===== src/rtl/msig_pkg.sv =====
`default_nettype none
// ----------------------------------------------------------------------------
// msig_pkg: shared types and constants of the message signature tag block
// Holds the polynomial, mixing constants, score weights and the records that
// travel between the front end, the message engine and the tag mixer.
// ----------------------------------------------------------------------------
package msig_pkg;

    localparam int unsigned LANE_COUNT  = 10;
    localparam int unsigned LANE_PTR_W  = 4;
    localparam int unsigned BLOCK_COUNT = 16;
    localparam int unsigned BLOCK_NUM_W = 5;
    localparam int unsigned SIG_W       = 33;
    localparam int unsigned SCORE_W     = 7;

    localparam int unsigned QUEUE_DEPTH = 4;
    localparam int unsigned QPTR_W      = 2;
    localparam int unsigned QCNT_W      = 3;

    localparam logic [31:0] REG_POLY   = 32'h1EDC6F41;
    localparam logic [31:0] MIX_C1     = 32'h7feb352d;
    localparam logic [31:0] MIX_C2     = 32'h846ca68b;
    localparam logic [31:0] LAYER_MUL  = 32'h9e3779b1;
    localparam logic [31:0] LENGTH_MUL = 32'h85ebca6b;

    localparam logic [SCORE_W-1:0] SCORE_DEP   = 7'd24;
    localparam logic [SCORE_W-1:0] SCORE_CKS   = 7'd20;
    localparam logic [SCORE_W-1:0] SCORE_PHI   = 7'd20;
    localparam logic [SCORE_W-1:0] SCORE_LANES = 7'd18;
    localparam logic [SCORE_W-1:0] SCORE_LEN   = 7'd18;

    // Per-byte record written by the front end into the queue.
    typedef struct packed {
        logic [7:0]         data_byte;
        logic [SCORE_W-1:0] base_score;
        logic [31:0]        layer_prod;
        logic [31:0]        len_prod;
    } item_meta_t;

    // Finished message handed from the engine to the tag mixer.
    typedef struct packed {
        logic [SIG_W-1:0]   sig;
        logic [SCORE_W-1:0] score;
        logic [31:0]        layer_prod;
        logic [31:0]        len_prod;
    } emit_t;

endpackage
`default_nettype wire


===== src/rtl/message_signature_tag_top.sv =====
// Throughput: one byte transaction per cycle while the queue is not full, set by the
//   per-byte state update of the message engine; one result transaction per message.
// Path: the last byte of a message (or its empty-message transaction) passes the queue,
//   then the engine into the first mix stage, two multiply stages and the output register.
// Reset: asynchronous; empties the queue and pipeline and restores the message state.
`default_nettype none
// ----------------------------------------------------------------------------
// message_signature_tag_top: message signature, score and tag generator
// Accepts a message one byte per transaction and, at its end, returns a
// 33-bit signature, a 7-bit score and a 32-bit mixed tag.
// ----------------------------------------------------------------------------
module message_signature_tag_top #(
    parameter int unsigned LENGTH_BITS      = 24,
    parameter int unsigned DEPENDENCY_LIMIT = 64
) (
    input  wire logic                        clk,
    input  wire logic                        rst_n,
    input  wire logic                        item_valid,
    output logic                             item_stall,
    input  wire logic [7:0]                  data_byte,
    input  wire logic [23:0]                 message_length,
    input  wire logic [15:0]                 dependency_count,
    input  wire logic [31:0]                 entry_checksum,
    input  wire logic [31:0]                 entry_phi,
    input  wire logic [7:0]                  entry_layer,
    output logic                             result_valid,
    input  wire logic                        result_stall,
    output logic [msig_pkg::SIG_W-1:0]       signature,
    output logic [msig_pkg::SCORE_W-1:0]     score,
    output logic [31:0]                      tag
);
    import msig_pkg::*;

    // One queue entry carries the classified byte plus the trimmed length
    // and block size, which vary with the length parameter.
    localparam int unsigned QW = $bits(item_meta_t) + LENGTH_BITS + (LENGTH_BITS - 3);

    item_meta_t             front_meta;
    logic [LENGTH_BITS-1:0] front_len;
    logic [LENGTH_BITS-4:0] front_bsize;

    logic                   q_full;
    logic                   q_not_empty;
    logic [QW-1:0]          q_head;
    logic                   q_pop;

    item_meta_t             head_meta;
    logic [LENGTH_BITS-1:0] head_len;
    logic [LENGTH_BITS-4:0] head_bsize;

    emit_t                  emit;
    logic                   emit_valid;
    logic                   emit_ready;

    // The front end only classifies; the queue decides acceptance.
    msig_front #(
        .LENGTH_BITS      (LENGTH_BITS),
        .DEPENDENCY_LIMIT (DEPENDENCY_LIMIT)
    ) u_front (
        .data_byte        (data_byte),
        .message_length   (message_length),
        .dependency_count (dependency_count),
        .entry_checksum   (entry_checksum),
        .entry_phi        (entry_phi),
        .entry_layer      (entry_layer),
        .meta             (front_meta),
        .len              (front_len),
        .bsize            (front_bsize)
    );

    // Input transactions stall only when the queue is full, so the front
    // keeps taking bytes while a result waits at the output.
    assign item_stall = q_full;

    msig_queue #(
        .WIDTH (QW)
    ) u_queue (
        .clk       (clk),
        .rst_n     (rst_n),
        .wr_valid  (item_valid),
        .wr_data   ({front_meta, front_len, front_bsize}),
        .full      (q_full),
        .rd_en     (q_pop),
        .not_empty (q_not_empty),
        .rd_data   (q_head)
    );

    assign {head_meta, head_len, head_bsize} = q_head;

    // The engine retires one byte a cycle and holds a message end until
    // the mixer has room for it.
    msig_engine #(
        .LENGTH_BITS (LENGTH_BITS)
    ) u_engine (
        .clk        (clk),
        .rst_n      (rst_n),
        .head_valid (q_not_empty),
        .head_meta  (head_meta),
        .head_len   (head_len),
        .head_bsize (head_bsize),
        .pop        (q_pop),
        .emit_valid (emit_valid),
        .emit       (emit),
        .emit_ready (emit_ready)
    );

    // The mixer ends in the output register that drives the result channel.
    msig_mix u_mix (
        .clk          (clk),
        .rst_n        (rst_n),
        .emit_valid   (emit_valid),
        .emit         (emit),
        .emit_ready   (emit_ready),
        .result_valid (result_valid),
        .result_stall (result_stall),
        .signature    (signature),
        .score        (score),
        .tag          (tag)
    );

endmodule
`default_nettype wire


===== src/rtl/msig_front.sv =====
`default_nettype none
// ----------------------------------------------------------------------------
// msig_front: input classification
// Trims the length, computes the block size, the item-only part of the score
// and the two tag products, and packs them into a queue entry.
// ----------------------------------------------------------------------------
module msig_front #(
    parameter int unsigned LENGTH_BITS      = 24,
    parameter int unsigned DEPENDENCY_LIMIT = 64
) (
    input  wire logic [7:0]                 data_byte,
    input  wire logic [23:0]                message_length,
    input  wire logic [15:0]                dependency_count,
    input  wire logic [31:0]                entry_checksum,
    input  wire logic [31:0]                entry_phi,
    input  wire logic [7:0]                 entry_layer,
    output msig_pkg::item_meta_t            meta,
    output logic [LENGTH_BITS-1:0]          len,
    output logic [LENGTH_BITS-4:0]          bsize
);
    import msig_pkg::*;

    logic [LENGTH_BITS:0] len_round;

    always_comb
    begin
        len       = LENGTH_BITS'(message_length);
        // Block size is the length divided by sixteen, rounded up.
        len_round = {1'b0, len} + (LENGTH_BITS+1)'(15);
        bsize     = len_round[LENGTH_BITS:4];

        meta.data_byte  = data_byte;
        meta.base_score = ((dependency_count <= 16'(DEPENDENCY_LIMIT)) ? SCORE_DEP : '0)
                        + ((entry_checksum != '0) ? SCORE_CKS : '0)
                        + ((entry_phi != '0) ? SCORE_PHI : '0)
                        + ((len != '0) ? SCORE_LEN : '0);
        meta.layer_prod = 32'(32'(entry_layer) * LAYER_MUL);
        meta.len_prod   = 32'(32'(len) * LENGTH_MUL);
    end

endmodule
`default_nettype wire


===== src/rtl/msig_queue.sv =====
`default_nettype none
// ----------------------------------------------------------------------------
// msig_queue: short FIFO between the front end and the message engine
// Four entries in flip-flops; the head entry is presented combinationally.
// ----------------------------------------------------------------------------
module msig_queue #(
    parameter int unsigned WIDTH = 96
) (
    input  wire logic             clk,
    input  wire logic             rst_n,
    input  wire logic             wr_valid,
    input  wire logic [WIDTH-1:0] wr_data,
    output logic                  full,
    input  wire logic             rd_en,
    output logic                  not_empty,
    output logic [WIDTH-1:0]      rd_data
);
    import msig_pkg::*;

    logic [WIDTH-1:0]  entry_reg [QUEUE_DEPTH];
    logic [QPTR_W-1:0] wr_ptr_reg;
    logic [QPTR_W-1:0] rd_ptr_reg;
    logic [QCNT_W-1:0] count_reg;
    logic [QCNT_W-1:0] count_next;
    logic              wr_en;

    always_comb
    begin
        full      = (count_reg == QCNT_W'(QUEUE_DEPTH));
        not_empty = (count_reg != '0);
        rd_data   = entry_reg[rd_ptr_reg];
        wr_en     = wr_valid && !full;
        count_next = count_reg + QCNT_W'(wr_en) - QCNT_W'(rd_en);
    end

    always_ff @(posedge clk or negedge rst_n)
    begin
        if (!rst_n)
        begin
            wr_ptr_reg <= '0;
            rd_ptr_reg <= '0;
            count_reg  <= '0;
        end
        else
        begin
            if (wr_en)
            begin
                wr_ptr_reg <= wr_ptr_reg + 1'b1;
            end
            if (rd_en)
            begin
                rd_ptr_reg <= rd_ptr_reg + 1'b1;
            end
            count_reg <= count_next;
        end
    end

    always_ff @(posedge clk)
    begin
        if (wr_en)
        begin
            entry_reg[wr_ptr_reg] <= wr_data;
        end
    end

`ifndef SYNTH
    a_count_bound: assert property (@(posedge clk) disable iff (!rst_n)
        count_reg <= QCNT_W'(QUEUE_DEPTH))
        else $error("queue count exceeds depth");
    a_no_underflow: assert property (@(posedge clk) disable iff (!rst_n)
        rd_en |-> count_reg != '0)
        else $error("queue read while empty");
`endif

endmodule
`default_nettype wire


===== src/rtl/msig_engine.sv =====
`default_nettype none
// ----------------------------------------------------------------------------
// msig_engine: per-byte message state update
// Folds one queued byte per cycle into the lanes, block parities and the shift register,
// and hands the signature and score on at the message end, held until the mixer has room.
// ----------------------------------------------------------------------------
module msig_engine #(
    parameter int unsigned LENGTH_BITS = 24
) (
    input  wire logic                   clk,
    input  wire logic                   rst_n,
    input  wire logic                   head_valid,
    input  wire msig_pkg::item_meta_t   head_meta,
    input  wire logic [LENGTH_BITS-1:0] head_len,
    input  wire logic [LENGTH_BITS-4:0] head_bsize,
    output logic                        pop,
    output logic                        emit_valid,
    output msig_pkg::emit_t             emit,
    input  wire logic                   emit_ready
);
    import msig_pkg::*;

    logic [7:0]             lane_reg [LANE_COUNT];
    logic [7:0]             lane_next [LANE_COUNT];
    logic [LANE_PTR_W-1:0]  lane_ptr_reg;
    logic [LANE_PTR_W-1:0]  lane_ptr_next;
    logic [31:0]            shift_reg;
    logic [31:0]            shift_next;
    logic [7:0]             block_xor_reg;
    logic [7:0]             block_xor_next;
    logic [BLOCK_COUNT-1:0] block_flags_reg;
    logic [BLOCK_COUNT-1:0] block_flags_next;
    logic [BLOCK_NUM_W-1:0] block_num_reg;
    logic [BLOCK_NUM_W-1:0] block_num_next;
    logic [LENGTH_BITS-1:0] offset_reg;
    logic [LENGTH_BITS-1:0] offset_next;
    logic [LENGTH_BITS-1:0] seen_reg;
    logic [LENGTH_BITS-1:0] seen_next;

    logic [7:0]             lane_upd [LANE_COUNT];
    logic [LANE_COUNT-1:0]  lanes_nz;
    logic [31:0]            shift_in;
    logic [31:0]            shift_upd;
    logic [7:0]             bxor_upd;
    logic [BLOCK_COUNT-1:0] flags_upd;
    logic [BLOCK_NUM_W-1:0] bnum_upd;
    logic [LENGTH_BITS-1:0] off_inc;
    logic [LENGTH_BITS-1:0] seen_inc;
    logic                   len_zero;
    logic                   last;
    logic                   close_block;
    logic                   ends;

    always_comb
    begin
        for (int i = 0; i < LANE_COUNT; i++)
        begin
            lane_upd[i] = lane_reg[i] ^
                ((lane_ptr_reg == LANE_PTR_W'(i)) ? head_meta.data_byte : 8'h00);
            lanes_nz[i] = (lane_upd[i] != '0);
        end

        shift_in  = shift_reg ^ {head_meta.data_byte, 24'h000000};
        shift_upd = {shift_in[30:0], 1'b0} ^ (shift_in[31] ? REG_POLY : 32'h0);

        bxor_upd = block_xor_reg ^ head_meta.data_byte;
        off_inc  = offset_reg + 1'b1;
        seen_inc = seen_reg + 1'b1;

        len_zero    = (head_len == '0);
        // A wrapped byte count also ends the message.
        last        = (seen_inc >= head_len) || (seen_inc == '0);
        close_block = (off_inc >= LENGTH_BITS'(head_bsize)) || last;
        ends        = len_zero || last;

        flags_upd = block_flags_reg;
        bnum_upd  = block_num_reg;
        if (close_block && (block_num_reg < BLOCK_NUM_W'(BLOCK_COUNT)))
        begin
            if (bxor_upd != '0)
            begin
                flags_upd[block_num_reg[BLOCK_NUM_W-2:0]] = 1'b1;
            end
            bnum_upd = block_num_reg + 1'b1;
        end

        // An empty message reports the cleared state.
        emit.sig        = len_zero ? {REG_POLY[31:25], {(BLOCK_COUNT+LANE_COUNT){1'b0}}}
                                   : {shift_upd[31:25], flags_upd, lanes_nz};
        emit.score      = head_meta.base_score +
                          ((!len_zero && (lanes_nz != '0)) ? SCORE_LANES : '0);
        emit.layer_prod = head_meta.layer_prod;
        emit.len_prod   = head_meta.len_prod;

        pop        = head_valid && (!ends || emit_ready);
        emit_valid = head_valid && ends;

        lane_next        = lane_reg;
        lane_ptr_next    = lane_ptr_reg;
        shift_next       = shift_reg;
        block_xor_next   = block_xor_reg;
        block_flags_next = block_flags_reg;
        block_num_next   = block_num_reg;
        offset_next      = offset_reg;
        seen_next        = seen_reg;

        if (pop)
        begin
            if (ends)
            begin
                for (int i = 0; i < LANE_COUNT; i++)
                begin
                    lane_next[i] = '0;
                end
                lane_ptr_next    = '0;
                shift_next       = REG_POLY;
                block_xor_next   = '0;
                block_flags_next = '0;
                block_num_next   = '0;
                offset_next      = '0;
                seen_next        = '0;
            end
            else
            begin
                lane_next        = lane_upd;
                lane_ptr_next    = (lane_ptr_reg == LANE_PTR_W'(LANE_COUNT - 1)) ?
                                   '0 : lane_ptr_reg + 1'b1;
                shift_next       = shift_upd;
                block_flags_next = flags_upd;
                block_num_next   = bnum_upd;
                block_xor_next   = close_block ? '0 : bxor_upd;
                offset_next      = close_block ? '0 : off_inc;
                seen_next        = seen_inc;
            end
        end
    end

    always_ff @(posedge clk or negedge rst_n)
    begin
        if (!rst_n)
        begin
            for (int i = 0; i < LANE_COUNT; i++)
            begin
                lane_reg[i] <= '0;
            end
            lane_ptr_reg    <= '0;
            shift_reg       <= REG_POLY;
            block_xor_reg   <= '0;
            block_flags_reg <= '0;
            block_num_reg   <= '0;
            offset_reg      <= '0;
            seen_reg        <= '0;
        end
        else
        begin
            lane_reg        <= lane_next;
            lane_ptr_reg    <= lane_ptr_next;
            shift_reg       <= shift_next;
            block_xor_reg   <= block_xor_next;
            block_flags_reg <= block_flags_next;
            block_num_reg   <= block_num_next;
            offset_reg      <= offset_next;
            seen_reg        <= seen_next;
        end
    end

`ifndef SYNTH
    a_block_num_bound: assert property (@(posedge clk) disable iff (!rst_n)
        block_num_reg <= BLOCK_NUM_W'(BLOCK_COUNT))
        else $error("block number beyond sixteen");
    a_lane_ptr_bound: assert property (@(posedge clk) disable iff (!rst_n)
        lane_ptr_reg < LANE_PTR_W'(LANE_COUNT))
        else $error("lane pointer out of range");
    a_clear_after_end: assert property (@(posedge clk) disable iff (!rst_n)
        (pop && emit_valid) |=> (seen_reg == '0) && (lane_ptr_reg == '0)
                                && (block_num_reg == '0))
        else $error("message state not cleared after a finished message");
`endif

endmodule
`default_nettype wire


===== src/rtl/msig_mix.sv =====
`default_nettype none
// ----------------------------------------------------------------------------
// msig_mix: tag finalizer pipeline and output register
// Combines signature, score and products, then runs the two-multiply
// finalizer over three registered stages into the result register.
// ----------------------------------------------------------------------------
module msig_mix (
    input  wire logic                            clk,
    input  wire logic                            rst_n,
    input  wire logic                            emit_valid,
    input  wire msig_pkg::emit_t                 emit,
    output logic                                 emit_ready,
    output logic                                 result_valid,
    input  wire logic                            result_stall,
    output logic [msig_pkg::SIG_W-1:0]           signature,
    output logic [msig_pkg::SCORE_W-1:0]         score,
    output logic [31:0]                          tag
);
    import msig_pkg::*;

    logic               s1_valid_reg, s2_valid_reg, s3_valid_reg, out_valid_reg;
    logic [31:0]        s1_x_reg, s2_m_reg, s3_m_reg, tag_reg;
    logic [SIG_W-1:0]   s1_sig_reg, s2_sig_reg, s3_sig_reg, sig_reg;
    logic [SCORE_W-1:0] s1_score_reg, s2_score_reg, s3_score_reg, score_reg;

    logic        s1_ready, s2_ready, s3_ready, out_ready;
    logic [31:0] x_raw, x_next, m1_next, y_mid, m2_next, tag_next;

    always_comb
    begin
        out_ready = !out_valid_reg || !result_stall;
        s3_ready  = !s3_valid_reg || out_ready;
        s2_ready  = !s2_valid_reg || s3_ready;
        s1_ready  = !s1_valid_reg || s2_ready;
        emit_ready = s1_ready;

        x_raw = emit.sig[31:0] ^ {31'b0, emit.sig[SIG_W-1]} ^ emit.layer_prod
              ^ {1'b0, emit.score, 24'h000000} ^ emit.len_prod;
        x_next   = x_raw ^ (x_raw >> 16);
        m1_next  = s1_x_reg * MIX_C1;
        y_mid    = s2_m_reg ^ (s2_m_reg >> 15);
        m2_next  = y_mid * MIX_C2;
        tag_next = s3_m_reg ^ (s3_m_reg >> 16);

        result_valid = out_valid_reg;
        signature    = sig_reg;
        score        = score_reg;
        tag          = tag_reg;
    end

    always_ff @(posedge clk or negedge rst_n)
    begin
        if (!rst_n)
        begin
            s1_valid_reg  <= 1'b0;
            s2_valid_reg  <= 1'b0;
            s3_valid_reg  <= 1'b0;
            out_valid_reg <= 1'b0;
        end
        else
        begin
            if (s1_ready)
            begin
                s1_valid_reg <= emit_valid;
            end
            if (s2_ready)
            begin
                s2_valid_reg <= s1_valid_reg;
            end
            if (s3_ready)
            begin
                s3_valid_reg <= s2_valid_reg;
            end
            if (out_ready)
            begin
                out_valid_reg <= s3_valid_reg;
            end
        end
    end

    always_ff @(posedge clk)
    begin
        if (s1_ready && emit_valid)
        begin
            s1_x_reg     <= x_next;
            s1_sig_reg   <= emit.sig;
            s1_score_reg <= emit.score;
        end
        if (s2_ready && s1_valid_reg)
        begin
            s2_m_reg     <= m1_next;
            s2_sig_reg   <= s1_sig_reg;
            s2_score_reg <= s1_score_reg;
        end
        if (s3_ready && s2_valid_reg)
        begin
            s3_m_reg     <= m2_next;
            s3_sig_reg   <= s2_sig_reg;
            s3_score_reg <= s2_score_reg;
        end
        if (out_ready && s3_valid_reg)
        begin
            tag_reg   <= tag_next;
            sig_reg   <= s3_sig_reg;
            score_reg <= s3_score_reg;
        end
    end

endmodule
`default_nettype wire


===== config.mk =====
export PLATFORM = sky130hd
export DESIGN_NAME = message_signature_tag_top
export DESIGN_NICKNAME = d
export VERILOG_FILES = /design/src/rtl/msig_pkg.sv /design/src/rtl/message_signature_tag_top.sv /design/src/rtl/msig_front.sv /design/src/rtl/msig_queue.sv /design/src/rtl/msig_engine.sv /design/src/rtl/msig_mix.sv
export SDC_FILE = /design/constraint.sdc
export NUM_CORES = 2
export LEC_CHECK = 0
export ABC_CLOCK_PERIOD_IN_PS = 8600
export BUFFER_PORTS_ARGS = -buffer_cell sky130_fd_sc_hd__buf_2
export CORE_ASPECT_RATIO = 1.5
export CORE_MARGIN = 2
export CORE_UTILIZATION = 55
export DETAILED_ROUTE_END_ITERATION = 12
export PLACE_DENSITY_LB_ADDON = 0.15
export SYNTH_ARGS = -nofsm -noshare
export SYNTH_HDL_FRONTEND = slang
export SYNTH_HIERARCHICAL = 1
export SYNTH_SLANG_ARGS = --single-unit

===== constraint.sdc =====
create_clock -name clk -period 8.6 [get_ports clk]
set_input_delay 0.43 -clock clk [delete_from_list [all_inputs] [get_ports clk]]
set_output_delay 0.43 -clock clk [all_outputs]
set_load 0.05 [all_outputs]

==> results.sh <==
export IMPL_reg2reg_setup_slack_ns=1.42
export IMPL_clock_skew_ns=0.06248
export IMPL_synth_compound_area_share_pct=6.828
export IMPL_cp_arrival_ns=7.68
export IMPL_synth_nets=7314
export IMPL_yosys_top_cells_count="inv_1, edfxtp_1, ha_1"
export IMPL_grt_ovfl_total=0
export IMPL_drv_cap=0
export IMPL_coreArea_um2=129500
export IMPL_synth_xor_area_share_pct=5.803
export IMPL_clock_latency_ns=0.75
export IMPL_yosys_cell_types_count=102
export IMPL_largest_reg_flops=496
export IMPL_rsz0062_at_grt="false"
export IMPL_synth_top_family_by_area="adder cells"
export IMPL_port_buffers=197
export IMPL_grt_pass1_vias=46254
export IMPL_fmax_ghz=0.1394
export IMPL_num_io_pins=198
export IMPL_synth_seq_area_share_pct=40.12
export IMPL_synthMuxAreaShare_pct=4.246
export IMPL_layout_nets=7420
export IMPL_antenna_found_initial=5
export IMPL_synth_edf_count=784
export IMPL_finalCriticalPeriod_ns=7.175
export IMPL_syn_inst=5908
export IMPL_vias_per_cell=5.599
export IMPL_critical_path_slowest_cell="xor2_1"
export IMPL_synthAdderAreaFrac_pct=28.80
export IMPL_initial_core_util_pct=55.17
export IMPL_synth_simple_area_share_pct=6.462
export IMPL_wl_per_cell_um=22.53
export IMPL_finalHoldViolations=0
export IMPL_synth_warnings=6
export IMPL_syn2layout_area_growth_pct=7.579
export IMPL_critPathTopFamily="adder cells"
export IMPL_yosysMostFrequentCell="inv_1"
export IMPL_path_max_fanout=8
export IMPL_hpwl_um=137400
export IMPL_cts_root_buf="clkbuf_16"
export IMPL_synth_ff_type="edfxtp_1"
export IMPL_postCtsSetupRepairBufs=0
export IMPL_cpPeakStageDelay_ns=0.65
export IMPL_h_tree_depth=3
export IMPL_routed_wl_um=176100
export IMPL_syn_area_um2=71450
export IMPL_cts_buffer_depth=3
export IMPL_crit_buf_inv=2
export IMPL_clkTransAtPathRegs_ns=0.07
export IMPL_die_x_um=298.3
export IMPL_cts_sinks=988
export IMPL_synth_largest_area_cell="edfxtp_1"
export IMPL_min_path_type="in2reg"
export IMPL_vias=43753
export IMPL_synth_seq_cells=988
export IMPL_required_ns=9.11
export IMPL_cp_start_kind="flop"
export IMPL_max_slew_margin_pct=19.47
export IMPL_crit_chain="xor2_1 -> ha_1 -> ha_1 -> fa_1 -> inv_1 -> fa_1 -> inv_1 -> fa_1 -> ha_1 -> fa_1 -> fa_1 -> ha_1 -> a21o_1 -> a2111oi_0 -> a21boi_1 -> a211oi_1 -> o31ai_2 -> nor3_1 -> a211o_1"
export IMPL_drtPass1Iterations=6
export IMPL_drtAntennaViolNets=0
export IMPL_worst_pin_slew_ns=1.195
export IMPL_async_flop_share_pct=20.65
export IMPL_core_rowCount=162
export IMPL_grt_max_degree=112
export IMPL_setup_viol=0
export IMPL_yosys_area_top_type_share_pct=32.95
export IMPL_worstSetupEndpointType="flop"
export IMPL_path_class="reg2reg"
export IMPL_drc=0
export IMPL_tns_ns=0
export IMPL_finalCritPeriodShare_pct=83.43
export IMPL_synthTopCellsByArea="edfxtp_1, fa_1, ha_1"
export IMPL_grt_pass1_wl_um=271900
export IMPL_cts_inserted_buffers=93
export IMPL_drive_gt1_share_pct=9.851
export IMPL_die_area_um2=132900
export IMPL_drt_iter0_drc=2732
export IMPL_die_h_um=445.4
export IMPL_place_congestion=0.9800
export IMPL_cts_tree="done"
export IMPL_syn_avg_cell_area_um2=12.09
export IMPL_crit_top_cell="fa_1"
export IMPL_drv_slew=0
export IMPL_outcome="complete, no violations"
export IMPL_cts_resized=0
export IMPL_grt_util_all_layers_pct=27.19
-- timing repair --
item	in CTS	in global routing
hold buffers	12	0
hold endpoints to repair	138	0
setup endpoints to repair	0	0
-- layer usage --
metal,track usage [%],share of wire [%],vias up
met5,0,0,-
met4,14.13,5.7,0
met3,2.459,3.6,384
met2,50.65,54,1134
met1,30.85,37,22078
li1,-,-,20157
-- tightest hold or removal path: stages --
cell,delay (ns)
buf_2,0.16
nand2_1,0.07
o211ai_1,0.08
-- worst paths after layout --
kind / to / from / cells after the start
max in group asynchronous: u_queue/rd_ptr_reg[1] / rst_n / 3
worst min-delay path: u_queue/wr_ptr_reg[1] / item_valid / 3
worst max-delay path: u_mix/s3_m_reg[28] / u_mix/s2_m_reg[21] / 19
min in group asynchronous: u_engine/offset_reg[12] / rst_n / 2
worst max register to register: u_mix/s3_m_reg[28] / u_mix/s2_m_reg[21] / 19
worst min register to register: u_mix/s3_sig_reg[17] / u_mix/s2_sig_reg[17] / 0
-- through the flow --
| stage | cell area [um^2] | std cells | setup slack, ns | hold slack (ns) | util, % |
|---|---|---|---|---|---|
| 4_1_cts | 76860 | 7813 | 1.394 | 0.01775 | 59.34 |
| 3_3_place_gp | 73660 | 7629 | 1.353 | 0.4012 | 56.87 |
| 5_1_grt | 76870 | 7815 | 1.124 | 0.04867 | 59.35 |
| 3_5_place_dp | 73660 | 7629 | 1.269 | 0.4045 | 56.87 |
| 6_report | 76870 | 7815 | 1.425 | 0.05492 | 59.35 |
| 2_1_floorplan | 71450 | 5908 | 2.032 | 0.1344 | - |
-- cell type report --
type	count	area, um^2
Antenna cell	2	5.005
Clock buffer	121	2495
Clock inverter	51	586.8
Fill cell	10590	52650
Inverter	1078	4046
Multi-Input combinational cell	3584	37310
Sequential cell	988	28680
Tap cell	1722	2155
Timing Repair Buffer	269	1590
-- placed cells by master, fill, tap and decap left out, types with 121 or more instances in the layout --
master	count
buf_2	196
xor2_1	121
nand2_1	237
nor2_1	321
fa_1	604
xnor2_1	347
ha_1	678
inv_1	1076
o21ai_0	168
mux4_2	124
edfxtp_1	784
dfrtp_1	185
a21oi_1	132
-- kinds of logic (layout without fill, tap and decap cells) --
family | after synthesis | after routing
XOR/XNOR | 471 | 471
other | 1 | 3
flip-flops | 988 | 988
AND/OR/NAND/NOR | 967 | 967
multiplexers | 148 | 148
adder cells (fa/ha/maj) | 1282 | 1282
buffers and inverters | 1336 | 1519
AO/OA/AOI/OAI | 715 | 715
Power is left out: the tool's default activity adds up to more than one toggle a clock period on the data nets, which glitch-free logic cannot reach.
